**src/hdl/bytecode_instruction_decoder_core_defines.svh**
```systemverilog
// ----------------------------------------------------------------------------
// Bytecode instruction decoder - assertion macros
// Shared property templates for the decoder's concurrent checks.
// ----------------------------------------------------------------------------
`ifndef BYTECODE_INSTRUCTION_DECODER_CORE_DEFINES_SVH
`define BYTECODE_INSTRUCTION_DECODER_CORE_DEFINES_SVH

// Same-cycle implication, disabled while reset is asserted.
`define BID_ASSERT_NOW(label, clk, rst_n, cond, expr) \
    label: assert property (@(posedge clk) disable iff (!(rst_n)) (cond) |-> (expr)) \
        else $error("decoder check failed");

// Next-cycle implication, disabled while reset is asserted.
`define BID_ASSERT_NEXT(label, clk, rst_n, cond, expr) \
    label: assert property (@(posedge clk) disable iff (!(rst_n)) (cond) |=> (expr)) \
        else $error("decoder check failed");

`endif

```
**src/hdl/bid_pkg.sv**
```systemverilog
`timescale 1ns / 1ps
// ----------------------------------------------------------------------------
// Bytecode instruction decoder - package
// Result record type, format codes and opcode tables.
// ----------------------------------------------------------------------------
package bid_pkg;

    localparam int TDATA_W = 104;

    localparam logic [2:0] FMT_BARE   = 3'd0;
    localparam logic [2:0] FMT_RD     = 3'd1;
    localparam logic [2:0] FMT_RD_SRC = 3'd2;
    localparam logic [2:0] FMT_IMM    = 3'd3;
    localparam logic [2:0] FMT_JUMP   = 3'd4;
    localparam logic [2:0] FMT_SKIP   = 3'd5;

    localparam logic KIND_INSTR   = 1'b0;
    localparam logic KIND_PAYLOAD = 1'b1;

    // Named opcode set, one bit per opcode value.
    localparam logic [255:0] KNOWN_SET = {
        32'h0000_0000, 32'h0000_0000, 32'h0000_0000, 32'h0000_0003,
        32'h0001_03DF, 32'h0000_033F, 32'h07C0_C97F, 32'hFFFF_FFFF
    };

    typedef struct packed {
        logic        kind;
        logic [15:0] addr;
        logic [7:0]  opcode;
        logic        known;
        logic [2:0]  fmt;
        logic [7:0]  dest;
        logic [7:0]  src;
        logic [15:0] imm;
        logic [17:0] jt;
        logic        back;
        logic [15:0] plen;
        logic [7:0]  pbyte;
    } t_result;

    function automatic logic [2:0] format_of(input logic [7:0] op);
        logic [2:0] f;
        case (op)
            8'h0D, 8'h0E, 8'h0F, 8'h44, 8'h21, 8'h22,
            8'h60, 8'h61, 8'h62, 8'h25, 8'h26: f = FMT_RD;
            8'h01, 8'h02, 8'h03, 8'h08, 8'h09, 8'h0A,
            8'h0B, 8'h0C, 8'h10, 8'h11, 8'h12, 8'h13,
            8'h14, 8'h15, 8'h16, 8'h17, 8'h18, 8'h19,
            8'h1A, 8'h1B, 8'h1C, 8'h1D, 8'h1E, 8'h1F,
            8'h20, 8'h38, 8'h39, 8'h3A, 8'h40, 8'h41,
            8'h42, 8'h43, 8'h48, 8'h49: f = FMT_RD_SRC;
            8'h2B: f = FMT_IMM;
            8'h04, 8'h05, 8'h06, 8'h07, 8'h2E, 8'h2F,
            8'h36, 8'h37: f = FMT_JUMP;
            8'h63, 8'h64, 8'h66, 8'h67, 8'h68, 8'h69,
            8'h70: f = FMT_SKIP;
            default: f = FMT_BARE;
        endcase
        return f;
    endfunction

endpackage

```
**src/hdl/bytecode_instruction_decoder_core.sv**
```systemverilog
`timescale 1ns / 1ps
// ----------------------------------------------------------------------------
// Bytecode instruction decoder core
// Streams a variable-length bytecode program in and decoded records out.
// ----------------------------------------------------------------------------
// One program byte is taken per transfer and the block sustains one byte per
// clock while the result register is not stalled: each byte passes from the
// input register through a single pass of the phase machine into the result
// register. A byte is accepted whenever the input register is empty or moves
// on, which it does whenever the result register is empty or being drained.
// Bytes at or beyond program_length give nothing.
// Write program_length only while no transfer is in flight.
`include "bytecode_instruction_decoder_core_defines.svh"

module bytecode_instruction_decoder_core #(
    parameter int ADDR_BITS = 16
) (
    input  logic                        i_clk,
    input  logic                        i_rst_n,
    input  logic                        i_cfg_wr_en,
    input  logic [15:0]                 i_cfg_wr_data,
    input  logic                        i_s_tvalid,
    output logic                        o_s_tready,
    // [7:0] byte_value
    input  logic [7:0]                  i_s_tdata,
    output logic                        o_m_tvalid,
    input  logic                        i_m_tready,
    // [15:0] address, [23:16] opcode, [24] known_opcode, [27:25] format,
    // [35:28] dest_reg, [43:36] src_reg, [59:44] immediate,
    // [77:60] jump_target, [78] backward, [94:79] payload_length,
    // [102:95] payload_byte, [103] zero
    output logic [bid_pkg::TDATA_W-1:0] o_m_tdata,
    // [0] kind
    output logic                        o_m_tuser
);

    logic             r_in_valid;
    logic [7:0]       r_in_byte;
    logic             r_out_valid;
    bid_pkg::t_result r_out;

    logic             adv;
    logic             step;
    logic             res_valid;
    bid_pkg::t_result res;

    assign adv        = !r_out_valid || i_m_tready;
    assign step       = r_in_valid && adv;
    assign o_s_tready = !r_in_valid || adv;

    bid_decode #(
        .ADDR_BITS (ADDR_BITS)
    ) u_decode (
        .i_clk         (i_clk),
        .i_rst_n       (i_rst_n),
        .i_cfg_wr_en   (i_cfg_wr_en),
        .i_cfg_wr_data (i_cfg_wr_data),
        .i_step        (step),
        .i_byte        (r_in_byte),
        .o_res_valid   (res_valid),
        .o_res         (res)
    );

    always_ff @(posedge i_clk) begin
        if (!i_rst_n) begin
            r_in_valid  <= 1'b0;
            r_out_valid <= 1'b0;
        end else begin
            if (o_s_tready) begin
                r_in_valid <= i_s_tvalid;
            end
            if (adv) begin
                r_out_valid <= res_valid;
            end
        end
    end

    // Payload registers: load on transfer or on a new record.
    always_ff @(posedge i_clk) begin
        if (o_s_tready && i_s_tvalid) begin
            r_in_byte <= i_s_tdata;
        end
        if (adv && res_valid) begin
            r_out <= res;
        end
    end

    assign o_m_tvalid = r_out_valid;
    assign o_m_tuser  = r_out.kind;
    assign o_m_tdata  = {1'b0, r_out.pbyte, r_out.plen, r_out.back, r_out.jt,
                         r_out.imm, r_out.src, r_out.dest, r_out.fmt, r_out.known,
                         r_out.opcode, r_out.addr};

    `BID_ASSERT_NEXT(a_in_hold, i_clk, i_rst_n, r_in_valid && !adv,
        r_in_valid && $stable(r_in_byte))
    `BID_ASSERT_NOW(a_payload_fmt, i_clk, i_rst_n, r_out_valid && r_out.kind,
        r_out.fmt == bid_pkg::FMT_SKIP && r_out.plen == 16'd0)
    `BID_ASSERT_NOW(a_back_jump, i_clk, i_rst_n, r_out_valid && r_out.back,
        r_out.fmt == bid_pkg::FMT_JUMP && r_out.kind == bid_pkg::KIND_INSTR)

endmodule

```
**src/hdl/bid_decode.sv**
```systemverilog
`timescale 1ns / 1ps
// ----------------------------------------------------------------------------
// Bytecode instruction decoder - phase machine
// Holds the program length, byte position and partial instruction, and
// forms the result record for the byte presented on a step.
// ----------------------------------------------------------------------------
module bid_decode #(
    parameter int ADDR_BITS = 16
) (
    input  logic               i_clk,
    input  logic               i_rst_n,
    input  logic               i_cfg_wr_en,
    input  logic [15:0]        i_cfg_wr_data,
    input  logic               i_step,
    input  logic [7:0]         i_byte,
    output logic               o_res_valid,
    output bid_pkg::t_result   o_res
);

    // Compare width: position and length never wrap in the bound checks.
    localparam int CW = ((ADDR_BITS > 16) ? ADDR_BITS : 16) + 2;
    // Jump target width: next position plus a signed 16-bit offset.
    localparam int TW = ((ADDR_BITS >= 17) ? ADDR_BITS + 1 : 17) + 1;

    localparam logic [2:0] PH_OPCODE  = 3'd0;
    localparam logic [2:0] PH_RD      = 3'd1;
    localparam logic [2:0] PH_RS      = 3'd2;
    localparam logic [2:0] PH_IMM_LO  = 3'd3;
    localparam logic [2:0] PH_IMM_HI  = 3'd4;
    localparam logic [2:0] PH_SKIP_LO = 3'd5;
    localparam logic [2:0] PH_SKIP_HI = 3'd6;
    localparam logic [2:0] PH_PAYLOAD = 3'd7;

    logic [15:0]          r_prog_len;
    logic [ADDR_BITS-1:0] r_pos,   n_pos;
    logic [2:0]           r_phase, n_phase;
    logic [7:0]           r_op,    n_op;
    logic [ADDR_BITS-1:0] r_addr,  n_addr;
    logic [7:0]           r_dest,  n_dest;
    logic [7:0]           r_src,   n_src;
    logic [7:0]           r_low,   n_low;
    logic [15:0]          r_left,  n_left;

    logic [CW-1:0] p_ext, len_ext, nxt_ext, p2_ext;
    logic          live, take;
    logic [15:0]   skip, imm, plen;
    logic [2:0]    fmt_new, fmt_held, fmt_rec;
    logic          emit_i, emit_p;
    logic [TW-1:0] nxt_t, tgt;
    logic          back;

    assign p_ext    = CW'(r_pos);
    assign len_ext  = CW'(r_prog_len);
    assign nxt_ext  = p_ext + CW'(1);
    assign p2_ext   = p_ext + CW'(2);
    assign live     = p_ext < len_ext;
    assign take     = i_step && live;
    assign skip     = {i_byte, r_low};
    assign fmt_new  = bid_pkg::format_of(i_byte);
    assign fmt_held = bid_pkg::format_of(r_op);

    always_comb begin
        n_pos   = r_pos + ADDR_BITS'(1);
        n_phase = r_phase;
        n_op    = r_op;
        n_addr  = r_addr;
        n_dest  = r_dest;
        n_src   = r_src;
        n_low   = r_low;
        n_left  = r_left;
        emit_i  = 1'b0;
        emit_p  = 1'b0;
        imm     = 16'd0;
        plen    = 16'd0;
        case (r_phase)
            PH_OPCODE: begin
                n_op   = i_byte;
                n_addr = r_pos;
                n_dest = 8'd0;
                n_src  = 8'd0;
                n_low  = 8'd0;
                if (fmt_new == bid_pkg::FMT_BARE) begin
                    emit_i = 1'b1;
                end else if (fmt_new == bid_pkg::FMT_SKIP) begin
                    if (p2_ext < len_ext) begin
                        n_phase = PH_SKIP_LO;
                    end else begin
                        emit_i = 1'b1;
                    end
                end else if (nxt_ext < len_ext) begin
                    n_phase = PH_RD;
                end else begin
                    emit_i = 1'b1;
                end
            end
            PH_RD: begin
                n_dest = i_byte;
                if (fmt_held == bid_pkg::FMT_RD_SRC && nxt_ext < len_ext) begin
                    n_phase = PH_RS;
                end else if ((fmt_held == bid_pkg::FMT_IMM || fmt_held == bid_pkg::FMT_JUMP)
                             && p2_ext < len_ext) begin
                    n_phase = PH_IMM_LO;
                end else begin
                    emit_i  = 1'b1;
                    n_phase = PH_OPCODE;
                end
            end
            PH_RS: begin
                n_src   = i_byte;
                emit_i  = 1'b1;
                n_phase = PH_OPCODE;
            end
            PH_IMM_LO: begin
                n_low   = i_byte;
                n_phase = PH_IMM_HI;
            end
            PH_IMM_HI: begin
                imm     = skip;
                emit_i  = 1'b1;
                n_phase = PH_OPCODE;
            end
            PH_SKIP_LO: begin
                n_low   = i_byte;
                n_phase = PH_SKIP_HI;
            end
            PH_SKIP_HI: begin
                emit_i = 1'b1;
                // Drop the payload if it would run past the program end.
                if (skip != 16'd0 && nxt_ext + CW'(skip) <= len_ext) begin
                    n_left  = skip;
                    plen    = skip;
                    n_phase = PH_PAYLOAD;
                end else begin
                    n_phase = PH_OPCODE;
                end
            end
            PH_PAYLOAD: begin
                emit_p = 1'b1;
                if (r_left != 16'd0) begin
                    n_left = r_left - 16'd1;
                end
                if (n_left == 16'd0) begin
                    n_phase = PH_OPCODE;
                end
            end
            default: begin
                n_phase = PH_OPCODE;
            end
        endcase
    end

    // Target from the position after the bytes consumed so far.
    assign fmt_rec = bid_pkg::format_of(n_op);
    assign nxt_t   = TW'(r_pos) + TW'(1);
    assign tgt     = nxt_t + {{(TW-16){imm[15]}}, imm};
    assign back    = !tgt[TW-1] && (tgt <= TW'(n_addr));

    always_comb begin
        o_res.kind   = bid_pkg::KIND_INSTR;
        o_res.addr   = 16'(n_addr);
        o_res.opcode = n_op;
        o_res.known  = bid_pkg::KNOWN_SET[n_op];
        o_res.fmt    = fmt_rec;
        o_res.dest   = n_dest;
        o_res.src    = n_src;
        o_res.imm    = imm;
        o_res.jt     = (fmt_rec == bid_pkg::FMT_JUMP) ? tgt[17:0] : 18'd0;
        o_res.back   = (fmt_rec == bid_pkg::FMT_JUMP) ? back : 1'b0;
        o_res.plen   = plen;
        o_res.pbyte  = 8'd0;
        if (emit_p) begin
            o_res.kind  = bid_pkg::KIND_PAYLOAD;
            o_res.addr  = 16'(r_pos);
            o_res.fmt   = bid_pkg::FMT_SKIP;
            o_res.dest  = 8'd0;
            o_res.src   = 8'd0;
            o_res.jt    = 18'd0;
            o_res.back  = 1'b0;
            o_res.plen  = 16'd0;
            o_res.pbyte = i_byte;
        end
    end

    assign o_res_valid = take && (emit_i || emit_p);

    always_ff @(posedge i_clk) begin
        if (!i_rst_n) begin
            r_prog_len <= 16'd0;
            r_pos      <= '0;
            r_phase    <= PH_OPCODE;
            r_op       <= 8'd0;
            r_addr     <= '0;
            r_dest     <= 8'd0;
            r_src      <= 8'd0;
            r_low      <= 8'd0;
            r_left     <= 16'd0;
        end else begin
            if (i_cfg_wr_en) begin
                r_prog_len <= i_cfg_wr_data;
            end
            // Bytes at or beyond the program end leave all state untouched.
            if (take) begin
                r_pos   <= n_pos;
                r_phase <= n_phase;
                r_op    <= n_op;
                r_addr  <= n_addr;
                r_dest  <= n_dest;
                r_src   <= n_src;
                r_low   <= n_low;
                r_left  <= n_left;
            end
        end
    end

endmodule
```
**config.mk**
```make
export PLATFORM = sky130hd
export DESIGN_NAME = bytecode_instruction_decoder_core
export DESIGN_NICKNAME = d
export VERILOG_FILES = /design/src/hdl/bid_pkg.sv /design/src/hdl/bytecode_instruction_decoder_core.sv /design/src/hdl/bid_decode.sv
export VERILOG_INCLUDE_DIRS = /design/src /design/src/hdl
export SDC_FILE = /design/constraint.sdc
export NUM_CORES = 1
export LEC_CHECK = 0
export ABC_AREA = 0
export BUFFER_PORTS_ARGS = -buffer_cell sky130_fd_sc_hd__buf_2
export CAP_MARGIN = 10
export CELL_PAD_IN_SITES_DETAIL_PLACEMENT = 1
export CELL_PAD_IN_SITES_GLOBAL_PLACEMENT = 1
export CORE_AREA = 4 4 223 171
export CTS_CLUSTER_DIAMETER = 60
export CTS_CLUSTER_SIZE = 24
export DETAILED_ROUTE_END_ITERATION = 10
export DIE_AREA = 0 0 227 175
export PLACE_DENSITY_LB_ADDON = 0.3
export SYNTH_ARGS = -nofsm -noshare
export SYNTH_HDL_FRONTEND = slang
export SYNTH_SLANG_ARGS = --single-unit
export TNS_END_PERCENT = 1
```
**constraint.sdc**
```tcl
create_clock -name i_clk -period 12.5 [get_ports i_clk]
set_clock_uncertainty 0.15 [all_clocks]
set_input_delay 2.5 -clock i_clk [delete_from_list [all_inputs] [get_ports i_clk]]
set_output_delay 2.5 -clock i_clk [all_outputs]
set_load 0.05 [all_outputs]
```
Word level (Yosys, flattened, before mapping)

Memories as Yosys holds them, arrays and structs flattened. A register that Yosys moved wholly into a read port is not among the register bits.
Cells that the tools add are included.
W data, S select, Z words.

Register bits after elaboration: 212
Bits in read-only memories: 1408
Input port bits: 29
Output and inout port bits: 107
Logic and storage cells: 123
Memories kept: 4

Memories:

| memory           | words | bits a word | rd ports | clocked after Yosys merged registers in | write ports | line              | RTL |
|---|---|---|---|---|---|---|---|
| (name not given) | 128   | 3           | 1        | 0                                       | 0           | bid_pkg.sv:43     | `case (op)` |
| (name not given) | 128   | 3           | 1        | 1                                       | 0           | bid_pkg.sv:43     |  |
| (name not given) | 128   | 3           | 1        | 1                                       | 0           | bid_pkg.sv:43     |  |
| (name not given) | 256   | 1           | 1        | 1                                       | 0           | bid_decode.sv:162 | `o_res.known = bid_pkg::KNOWN_SET[n_op];` |

$add $sub $neg: 6
Order comparisons: 5
Eq/ne operators: 17
Muxes and demuxes: 34
Bitwise operators: 3
Reductions and logical operators: 31

Operator list:

| kind                    | count |
|---|---|
| $mux W16                | 5 |
| $pmux W8 S2             | 3 |
| $le A18 B16 Y1          | 2 |
| $pmux W16 S2            | 1 |
| $reduce_bool A16 Y1     | 2 |
| $mux W3                 | 10 |
| $eq A3 B3 Y1 const B    | 7 |
| $mux W7                 | 3 |
| $pmux W3 S7             | 1 |
| $add A17 B16 Y18        | 1 |
| $add A18 B18 Y18        | 1 |
| $lt A18 B16 Y1          | 1 |
| $add A16 B1 Y17 const B | 1 |
| $add A16 B2 Y17 const B | 1 |
| $lt A17 B16 Y1          | 1 |
| $mux W17                | 1 |
| $add A16 B1 Y16 const B | 1 |
| $logic_not A16 Y1       | 1 |
| $lt A16 B16 Y1          | 1 |
| $sub A16 B1 Y16 const B | 1 |
| $eq A3 B2 Y1 const B    | 4 |
| $logic_and A1 B1 Y1     | 9 |
| $mux W8                 | 1 |
| $mux W1                 | 7 |
| other kinds (17)        | 30 |

Logic depth before layout (Yosys ltp)

Gate-level depths: netlist of the first run.

Depth after elaboration: 10
Gate-level depth with buffers: 26

By module

A second synthesis of the first run with hierarchy kept.

Cells, all modules: 1443
Area total of the unflattened synthesis: 13785.7 um2

Modules (own cells, without submodules):

| module                            | times used | cells each | area each (um2) | seq. area each (um2) |
|---|---|---|---|---|
| bid_decode                        | 1          | 1319       | 10311.1         | 2042.0 |
| bytecode_instruction_decoder_core | 1          | 124        | 3474.6          | 3403.3 |

Worst setup path before layout of the first run

OpenSTA, ideal clock, no wires.

Path kind: input port to flip-flop
Start point: input i_m_tready
End point: register r_out (netlist bit o_m_tdata[0]), enable pin
Setup time: 0.483 ns
Arrival time: 6.699 ns
Setup slack: 5.168 ns
Stages: 8
Buffers on the path: 3
Cell sequence: nand2b_1 > o2111a_1 > o21ai_0 > a21oi_2 > clkbuf_1 > buf_2 > buf_1 > o41a_1

Word-level cells in the longest chain between the ends: 5

RTL lines:

| item                    | line                                    | RTL |
|---|---|---|
| start: declaration      | bytecode_instruction_decoder_core.sv:27 | `input logic i_m_tready,` |
| $logic_or A1 B1 Y1 (*)  | bytecode_instruction_decoder_core.sv:47 | `assign adv = !r_out_valid \|\| i_m_tready;` |
| $logic_and A1 B1 Y1     | bytecode_instruction_decoder_core.sv:48 | `assign step = r_in_valid && adv;` |
| $logic_and A1 B1 Y1     | bid_decode.sv:57                        | `assign take = i_step && live;` |
| $logic_and A1 B1 Y1     | bid_decode.sv:184                       | `assign o_res_valid = take && (emit_i \|\| emit_p);` |
| $logic_and A1 B1 Y1 (*) | bytecode_instruction_decoder_core.sv:83 | `if (adv && res_valid) begin` |
| end signal: assignment  | bytecode_instruction_decoder_core.sv:84 | `r_out <= res;` |
| end: declaration        | bytecode_instruction_decoder_core.sv:40 | `bid_pkg::t_result r_out;` |

Mark *: on every way between the ends. The rest lies on a longest branch, timed or not.
A chain may end at the register's enable or synchronous reset.

Worst setup path in the final report of the first run

Start point: register u_decode.r_pos[1]
End point: register u_decode.r_left[13]

Word-level cells in the longest chain between the ends: 6
Elaborated cells on any way between the ends: 8

RTL lines:

| item                            | line              | RTL |
|---|---|---|
| start: declaration              | bid_decode.sv:35  | `logic [ADDR_BITS-1:0] r_pos, n_pos;` |
| start signal: assignment        | bid_decode.sv:203 | `r_pos <= n_pos;` |
| $add A16 B1 Y17                 | bid_decode.sv:54  | `assign nxt_ext = p_ext + CW'(1);` |
| $add A17 B16 Y18                | bid_decode.sv:129 | `if (skip != 16'd0 && nxt_ext + CW'(skip) <= len_ext) begin` |
| $le A18 B16 Y1                  | bid_decode.sv:129 |  |
| $logic_and A1 B1 Y1             | bid_decode.sv:129 |  |
| $ne A2 B1 Y1 (no line)          | -                 |  |
| $reduce_and A3 Y1 (no line) (*) | -                 |  |
| end signal: assignment          | bid_decode.sv:210 | `r_left <= n_left;` |
| end: declaration                | bid_decode.sv:42  | `logic [15:0] r_left, n_left;` |

Marks and branches as above.

==> run_results.csv, run 1 <==
group,metric,value,unit
run_status,run_status,"finished clean",
clock_network,htree_levels,1,
grt,grt_pass1_vias,12200,
clock_network,post_cts_buffers,0,
critical_path,crit_arrival,7480,ps
sta,drv_slew,0,
grt,antenna_found_initial,2,
clock_network,numClockSinks,219,
route,ant_nets,0,
die,fp.dieW,227,um
grt,grt_pass1_wl,73300,um
sta,rsz0062_at_grt,"false",
synthesis,syn_avg_cell_area,9.43,um2
synthesis,synth_flop_cell,"edfxtp_1",
final_layout,layout_commonest_cell,"nor2_1",
synthesis,yosys-top-cells-area,"edfxtp_1 24%, dfxtp_1 15%, ha_1 12%",
critical_path,startpoint_type,"flop",
place,place_congestion,0.936,
min_path,hp-class,"reg2reg",
final_layout,nNetsFinal,1770,
sta,clock.fmax,0.141,GHz
sta,slew_headroom,28.9,%
critical_path,endpoint_kind,"flop",
route,routed_wl,47700,um
final_layout,syn_to_final_growth,13.9,%
sta,worstMarginPinSlew,1040,ps
power,power.density,138,nW/um2
clock_network,clkSlewWorstSetupHoldPaths,80,ps
min_path,hp-start,"u_decode.r_dest[0]",
clock_network,cts_buffers,25,
sta,period_needed,7100,ps
grt,grt_max_degree,76,
synthesis,synth-async-reset-ratio,0,%
critical_path,worst_ep_required_time,12880,ps
final_layout,drive_above_1_share,15.3,%
synthesis,synth.distinct_cells,101,
route,drc,0,
final_layout,mostFrequentLayoutCells,"146 x nor2_1, 134 x buf_2, 132 x ha_1",
critical_path,cp_max_fo,18,
route,drt_pass1_iterations,7,
synthesis,yosys.area.top_type,"edfxtp_1",
place,dp_hpwl,35400,um
synthesis,syn-num-nets,1673,
critical_path,cp-startpoint,"u_decode.r_pos[1]",
final_layout,fillerInstances,4044,
clock_network,clockBufferDepth,3,
critical_path,crit_type,"reg2reg",
synthesis,synth_top_area_share,23.6,%
sta,hold_violations,0,
final_layout,final_area,16200,um2
clock_network,cts_tree,"done",
clock_network,clock_latency,580,ps
synthesis,seq_area_frac_synth,38.7,%
power,p_leak,6.87,nW
die,die_y,175,um
synthesis,synth_edf_count,112,
clock_network,cts_resized,0,
power,irDropWorstVdd,0.105,mV
synthesis,ys_ff_latch,219,
sta,period_share,56.8,%
die,row_count,60,
synthesis,yosysWarnings,0,
synthesis,synth_cells,1510,
route,via_per_inst,5.90,
route,initialDrtViolationCount,1054,
clock_network,holdBufCountCts,0,
die,core,35700,um2
critical_path,reg2reg_from,"u_decode.r_pos[1]",
grt,track_usage,23.3,%
die,io_pins,136,
clock_network,cts_root_buf,"clkbuf_16",
synthesis,netlist_area,14200,um2
route,wl_per_cell,22.8,um
die,design.die.area,39700,um2
place,place.port_buffers,134,
place,place_area,15300,um2
die,initial_core_util,39.9,%
sta,tns,0,ps
route,dr_total_vias,12300,
job,max_cap_viol_count,0,
sta,setup_violations,0,
grt,grt_overflow,0,
layout make-up:
| cell class | instances | area [um2] | area share [%] |
|---|---|---|---|
| tap | 465 | 582 | 3.59 |
| sequential | 219 | 5510 | 33.9 |
| clock buffer | 28 | 679 | 4.19 |
| inverter | 71 | 272 | 1.67 |
| clock inverter | 18 | 258 | 1.59 |
| timing repair buffer | 150 | 791 | 4.87 |
| antenna | 1 | 2.50 | 0.0154 |
| multi-input combinational | 1140 | 8130 | 50.1 |
layer usage:
metal	share of wire, %	vias up	global-route usage (%)	routed length [um]
li1	-	5815	-	-
met1	48	6146	35.4	23100
met2	43	324	34.9	20500
met3	6.2	57	3.88	2980
met4	2.3	4	4.89	1100
met5	0.055	-	0	26
worst paths after layout:
path,end,slack [ps],cells past startpoint
setup / recovery,u_decode.r_left[13],5400,23
hold / removal,u_decode.r_dest[0],310,2
setup reg to reg,u_decode.r_left[13],5400,23
hold reg to reg,u_decode.r_dest[0],310,2
kinds of logic after synthesis:
| logic type | Yosys count | synth area share [%] |
|---|---|---|
| AND/OR/NAND/NOR | 509 | 18.3 |
| AO/OA/AOI/OAI | 368 | 18.0 |
| adder cells (fa/ha/maj) | 134 | 11.9 |
| multiplexers | 62 | 4.59 |
| flip-flops | 219 | 38.7 |
| buffers and inverters | 151 | 4.46 |
| other | 1 | 0.0263 |
| XOR/XNOR | 66 | 4.06 |
report_power, final:
part | internal [mW] | switching (mW) | leakage (nW) | total, mW
registers | 0.820 | 0.0322 | 1.91 | 0.852
logic | 0.155 | 0.399 | 4.50 | 0.554
clock network | 0.433 | 0.401 | 0.458 | 0.835
per-stage QoR:
step	setup WS [ps]	hold slack, ps	instances	total power [mW]	utilization [%]
finish	5400	309	2092	2.24	45.5
global route	4950	330	2091	2.33	45.5
CTS	5500	307	2091	2.25	45.5
detailed placement	5550	297	2045	1.42	42.9
global placement	5920	290	2045	1.41	42.9
floorplan	5170	282	1510	1.27	-
worst max-delay path: stages (launching register included):
cell,delay (ps)
dfxtp_1,570
ha_1,310
and3_1,260
and3_1,270
and3_1,280
and3_1,300
nand2_1,160
xnor2_1,450
ha_1,360
o21a_1,120
o2bb2ai_1,190
a21oi_1,100
a21o_1,200
a21oi_1,210
xnor2_1,120
ha_1,300
nand4_1,100
nor4_1,310
o211a_1,230
o211ai_2,110
a311oi_4,640
nand3_1,590
o21ai_0,430
o221a_2,300
synthesized netlist by cell type (9+ instances only):
library cell / instances
a31oi_1: 12
and3_1: 28
buf_2: 12
xor2_1: 28
dfxtp_1: 107
nand4_1: 28
a211oi_1: 36
ha_1: 132
a21o_1: 10
o211ai_1: 17
edfxtp_1: 112
o21ai_1: 9
clkbuf_1: 52
a21oi_1: 100
o21ai_0: 47
mux2_2: 10
o21a_1: 15
a22o_1: 17
and2_1: 28
mux2i_1: 49
nand2_1: 99
xnor2_1: 38
nand2b_1: 13
nand3_1: 55
nor2_1: 146
inv_1: 67
nor3_1: 41
nor4_1: 14
a22oi_1: 9
or3_1: 11
state kept, by name, summed over array words and instances, names as in the netlist, named ones only:
name / cells
o_m_tvalid: 1
u_decode.r_dest: 8
u_decode.r_low: 8
u_decode.r_left: 16
u_decode.r_op: 8
r_in_byte: 8
u_decode.r_addr: 16
u_decode.r_phase: 3
r_in_valid: 1
o_m_tuser: 1
u_decode.r_src: 8
o_m_tdata: 103
u_decode.r_prog_len: 16
u_decode.r_pos: 16
Note: power is estimated with default switching activity, not from simulation.
==> inputs of run 2 (changes only) <==
==> constraint.sdc (replaced) <==
create_clock -name i_clk -period 7.05 [get_ports i_clk]
set_clock_uncertainty 0.15 [all_clocks]
set_input_delay 1.41 -clock i_clk [delete_from_list [all_inputs] [get_ports i_clk]]
set_output_delay 1.41 -clock i_clk [all_outputs]
set_load 0.05 [all_outputs]
==> run 2 against run 1 <==
Compared with the run above: flip-flop and latch count unchanged; die area unchanged; critical path depth up 2; sequential share of layout area down 0.13 points; first-iteration DRC count down 16%; setup slack worse by 4900 ps.
==> run_results.csv, run 2 (same netlist as run 1, synthesis figures left out) <==
group,metric,value,unit
run_status,run_status,"finished clean",
critical_path,crit_type,"reg2reg",
place,place_area,15400,um2
final_layout,largest_reg_flops,103,
clock_network,clkSlewWorstSetupHoldPaths,70,ps
sta,worstMarginPinSlew,1110,ps
critical_path,r2r_slack,480,ps
grt,grt_max_degree,85,
die,core,35700,um2
power,p_leak,6.91,nW
power,p_comb_share,25.5,%
sta,hold_violations,0,
sta,slew_headroom,23.7,%
clock_network,cts_resized,0,
clock_network,holdBufCountCts,0,
final_layout,layout_commonest_cell,"nor2_1",
min_path,hp-class,"reg2reg",
die,die_y,175,um
final_layout,multi_input_area,8130,um2
clock_network,post_cts_buffers,0,
route,wl_per_cell,22.5,um
critical_path,cp-startpoint,"u_decode.r_pos[1]",
critical_path,crit_path_top_delay_cell,"dfxtp_1",
place,place_ws,625,ps
route,drc,0,
critical_path,reg2reg_from,"u_decode.r_pos[1]",
clock_network,clockBufferDepth,3,
final_layout,final_area,16300,um2
route,via_per_inst,5.87,
power,p_clk_share,35.8,%
clock_network,cts_buffers,24,
sta,period_share,93.2,%
power,total_power,3.88,mW
critical_path,worstReg2RegEnd,"u_decode.r_phase[2]",
die,io_pins,136,
clock_network,clock_latency,570,ps
grt,grt_overflow,0,
die,fp.dieW,227,um
final_layout,mostFrequentLayoutCells,"146 x nor2_1, 134 x buf_2, 132 x ha_1",
final_layout,fin_util,45.7,%
grt,track_usage,23.4,%
min_path,holdPathStages,2,
critical_path,crit_top_cell,"and3_1",
power,seqPwrFrac,38.8,%
critical_path,crit_family,"simple AND/OR/NAND/NOR gates",
sta,period_needed,6570,ps
power,power.net_switching,1.45,mW
place,place.port_buffers,134,
clock_network,cts_tree,"done",
critical_path,worst_ep_required_time,7340,ps
critical_path,startpoint_type,"flop",
critical_path,ff2ff_path_depth,25,
critical_path,path_depth,25,
final_layout,syn_to_final_growth,14.3,%
power,irDropWorstVdd,0.175,mV
critical_path,critical_path_buf_inv_count,2,
critical_path,critPathMaxStageDelay,560,ps
final_layout,drive_above_1_share,15.9,%
sta,setup_slack,482,ps
grt,grt_util_met3,5.14,%
final_layout,regArea,5510,um2
clock_network,htree_levels,1,
route,routed_wl,47300,um
sta,setup_violations,0,
grt,grt_pass1_vias,12500,
die,design.die.area,39700,um2
critical_path,cp_max_fo,13,
job,max_cap_viol_count,0,
critical_path,crit_arrival,6850,ps
route,initialDrtViolationCount,888,
route,dr_total_vias,12300,
power,intPower,2.44,mW
final_layout,nNetsFinal,1782,
clock_network,cts_root_buf,"clkbuf_16",
place,place_congestion,0.966,
critical_path,endpoint_kind,"flop",
route,drt_pass1_iterations,5,
final_layout,fillerInstances,4054,
clock_network,numClockSinks,219,
sta,tns,0,ps
die,row_count,60,
die,initial_core_util,39.9,%
sta,rsz0062_at_grt,"false",
grt,met1_usage,34.3,%
place,dp_hpwl,35500,um
power,power.density,239,nW/um2
route,ant_nets,0,
critical_path,worstSetupEndpoint,"u_decode.r_phase[2]",
sta,clock.fmax,0.152,GHz
grt,met2_usage,35.4,%
power,sw_frac_of_total,37.3,%
grt,grt_pass1_wl,73500,um
grt,busiest_layer,"met2",
sta,drv_slew,0,
grt,antenna_found_initial,1,
[run 2: layer usage]
layer | part of all wire [%] | vias to the layer above | wire length, um
met5 | 0.027 | - | 13
met4 | 2.5 | 2 | 1200
met3 | 6.0 | 66 | 2840
met2 | 43 | 311 | 20300
met1 | 49 | 6125 | 23000
li1 | - | 5842 | -
[run 2: final cells by class]
cell class | count | share of cell area [%]
Sequential cell | 219 | 33.8
Antenna cell | 1 | 0.0154
Clock inverter | 19 | 1.69
Tap cell | 465 | 3.57
Clock buffer | 25 | 3.77
Multi-Input combinational cell | 1140 | 49.9
Inverter | 71 | 1.67
Timing Repair Buffer | 163 | 5.53
[run 2: worst min path at each step]
stage | startpoint | endpoint | slack, ps
6_report | u_decode.r_dest[7] | u_decode.r_dest[7] | 310
5_1_grt | u_decode.r_src[7] | u_decode.r_src[7] | 330
4_1_cts | u_decode.r_src[6] | u_decode.r_src[6] | 310
3_5_place_dp | u_decode.r_src[1] | u_decode.r_src[1] | 300
3_3_place_gp | u_decode.r_dest[0] | u_decode.r_dest[0] | 290
2_1_floorplan | u_decode.r_dest[0] | u_decode.r_dest[0] | 280
[run 2: power groups by stage]
stage	Combinational, mW	Sequential (mW)	Clock, mW
final	0.990	1.51	1.39
after global routing	1.06	1.52	1.49
after CTS	0.987	1.51	1.43
after detailed placement	0.982	1.54	0
after global placement	0.961	1.53	0
after floorplan	0.507	1.74	0
[run 2: per-stage QoR]
| stage | hold WS, ps | cells |
|---|---|---|
| after floorplan | 282 | 1510 |
| after global placement | 288 | 2058 |
| after detailed placement | 299 | 2058 |
| after CTS | 311 | 2102 |
| after global routing | 329 | 2102 |
| final | 310 | 2103 |
[run 2: worst min-delay path: stages, from the launching register on]
cell	delay, ps
dfxtp_1	310
nand2_1	60
a21oi_1	50
==> inputs of run 3 (changes only) <==
--- a/config.mk
+++ b/config.mk
@@ -11,11 +11,11 @@
 export CAP_MARGIN = 10
 export CELL_PAD_IN_SITES_DETAIL_PLACEMENT = 1
 export CELL_PAD_IN_SITES_GLOBAL_PLACEMENT = 1
-export CORE_AREA = 4 4 223 171
+export CORE_AREA = 4 4 207 158
 export CTS_CLUSTER_DIAMETER = 60
 export CTS_CLUSTER_SIZE = 24
 export DETAILED_ROUTE_END_ITERATION = 10
-export DIE_AREA = 0 0 227 175
+export DIE_AREA = 0 0 211 162
 export PLACE_DENSITY_LB_ADDON = 0.3
 export SYNTH_ARGS = -nofsm -noshare
 export SYNTH_HDL_FRONTEND = slang
==> run 3 against run 2 <==
Compared with the run above: clock power decreased by 16%; wire length decreased by 0.34%; final cell count decreased by 3.4%; via count increased by 0.70%; hold slack got worse by 4.0 ps; fmax increased by 0.61%; setup slack improved by 40 ps; final area decreased by 1.8%; critical endpoint is now u_decode.r_left[13]; largest power group unchanged.
==> run_results.csv, run 3 (same netlist as run 1, synthesis figures left out) <==
group,metric,value,unit
min_path,hp-class,"reg2reg",
sta,period_needed,6530,ps
critical_path,critPathMaxStageDelay,570,ps
route,wl_per_cell,23.2,um
critical_path,cp_max_fo,11,
place,place.port_buffers,134,
route,ant_nets,0,
critical_path,worst_ep_required_time,7340,ps
clock_network,cts_buffers,20,
min_path,holdPathStages,2,
critical_path,endpoint_kind,"flop",
sta,period_share,92.6,%
sta,hold_slack,306,ps
place,dp_hpwl,34900,um
critical_path,startpoint_type,"flop",
critical_path,crit_path_top_delay_cell,"dfxtp_1",
route,routed_wl,47200,um
min_path,hp-start,"u_decode.r_src[3]",
die,die_y,162,um
clock_network,clockBufferDepth,3,
die,fp.dieW,211,um
sta,worstMarginPinSlew,1030,ps
clock_network,cts_root_buf,"clkbuf_16",
final_layout,syn_to_final_growth,12.2,%
critical_path,crit_type,"reg2reg",
power,power.density,229,nW/um2
place,place_congestion,0.928,
die,design.die.area,34200,um2
final_layout,layout_commonest_cell,"nor2_1",
job,max_cap_viol_count,0,
route,dr_total_vias,12400,
sta,setup_violations,0,
route,initialDrtViolationCount,1089,
critical_path,crit_chain,"ha_1 -> and3_1 -> and3_1 -> and3_1 -> and3_1 -> nand2_1 -> xnor2_1 -> ha_1 -> o21a_1 -> o2bb2ai_1 -> a21oi_1 -> a21o_1 -> a21oi_1 -> xnor2_1 -> ha_1 -> nand4_1 -> nor4_1 -> o211a_1 -> o211ai_2 -> a311oi_4 -> and2_1 -> nand2_1 -> o221a_2",
die,io_pins,136,
die,core,30900,um2
final_layout,drive_above_1_share,15.4,%
clock_network,clkSlewWorstSetupHoldPaths,80,ps
die,row_count,56,
sta,tns,0,ps
clock_network,cts_tree,"done",
final_layout,instances_no_fill,2032,
power,irDropWorstVdd,0.166,mV
die,initial_core_util,46.1,%
clock_network,clock_latency,550,ps
grt,grt_pass1_wl,73200,um
run_status,run_status,"finished clean",
final_layout,largest_reg_flops,103,
grt,grt_max_degree,105,
power,p_leak,6.80,nW
route,via_per_inst,6.12,
grt,grt_pass1_vias,12500,
sta,hold_violations,0,
clock_network,htree_levels,1,
clock_network,post_cts_buffers,0,
critical_path,crit_arrival,6810,ps
place,placedCellCount,1996,
critical_path,worstReg2RegEnd,"u_decode.r_left[13]",
grt,grt_overflow,0,
clock_network,numClockSinks,219,
critical_path,crit_top_cell,"and3_1",
sta,rsz0062_at_grt,"false",
sta,slew_headroom,29.5,%
clock_network,holdBufCountCts,0,
grt,track_usage,26.9,%
min_path,hold_end,"u_decode.r_src[3]",
route,drc,0,
sta,clock.fmax,0.153,GHz
final_layout,antenna_cells,0,
critical_path,r2r_slack,520,ps
final_layout,mostFrequentLayoutCells,"146 x nor2_1, 134 x buf_2, 132 x ha_1",
route,drt_pass1_iterations,5,
sta,drv_slew,0,
critical_path,ff2ff_path_depth,23,
critical_path,reg2reg_from,"u_decode.r_pos[1]",
power,total_power,3.66,mW
final_layout,nNetsFinal,1775,
grt,antenna_found_initial,0,
==> run 3: what timing repair did <==
action                     4_1_cts  5_1_grt
resized for setup                0        1
hold endpoints to repair         0        0
setup endpoints to repair        0        4
==> run 3: how the worst max path moves through the flow <==
stage,endpoint,depth (start not counted),from
6_report,u_decode.r_left[13],23,u_decode.r_pos[1]
5_1_grt,u_decode.r_left[13],23,u_decode.r_pos[1]
4_1_cts,u_decode.r_left[13],23,u_decode.r_pos[1]
3_5_place_dp,u_decode.r_left[13],23,u_decode.r_pos[1]
3_3_place_gp,u_decode.r_left[13],21,u_decode.r_pos[1]
2_1_floorplan,o_m_tdata[0],18,u_decode.r_pos[1]
==> run 3: area by class of cell <==
cell class	instances	area (um2)
Multi-Input combinational cell	1140	8140
Clock inverter	16	183
Inverter	71	272
Timing Repair Buffer	160	878
Fill cell	3542	14900
Clock buffer	20	500
Tap cell	406	508
Sequential cell	219	5510
==> run 3: stage by stage <==
step	setup slack (ps)	util [%]	cell area, um2
after floorplan	452	-	14200
after global placement	771	49.5	15300
after detailed placement	485	49.5	15300
after CTS	477	51.7	16000
after global routing	83.5	51.7	16000
final	522	51.7	16000
==> run 3: layer usage <==
| layer | track usage (%) | share of wire, % | vias up | wire length [um] |
|---|---|---|---|---|
| li1 | - | - | 5825 | - |
| met1 | 39.9 | 47 | 6198 | 22400 |
| met2 | 40.9 | 44 | 350 | 20700 |
| met3 | 5.04 | 6.5 | 60 | 3070 |
| met4 | 6.10 | 2.2 | 0 | 1040 |
| met5 | 0 | 0 | - | 0 |
==> run 3: critical path, delay by kind of cell, from the launching register on <==
family / cells / cell delay [ps]
and+or+nand+nor: 9 / 2370
AOI/OAI and AO/OA: 9 / 1940
adders and majority gates: 3 / 960
DFF: 1 / 570
xor gates and xnor gates: 2 / 460
==> run 3: power by group <==
group          switching [mW]  leakage [nW]  total [mW]  internal [mW]
combinational           0.709          4.55       0.986          0.277
sequential             0.0526          1.91        1.51           1.45
clock                   0.599         0.336        1.17          0.568
total                    1.36          6.80        3.66           2.30
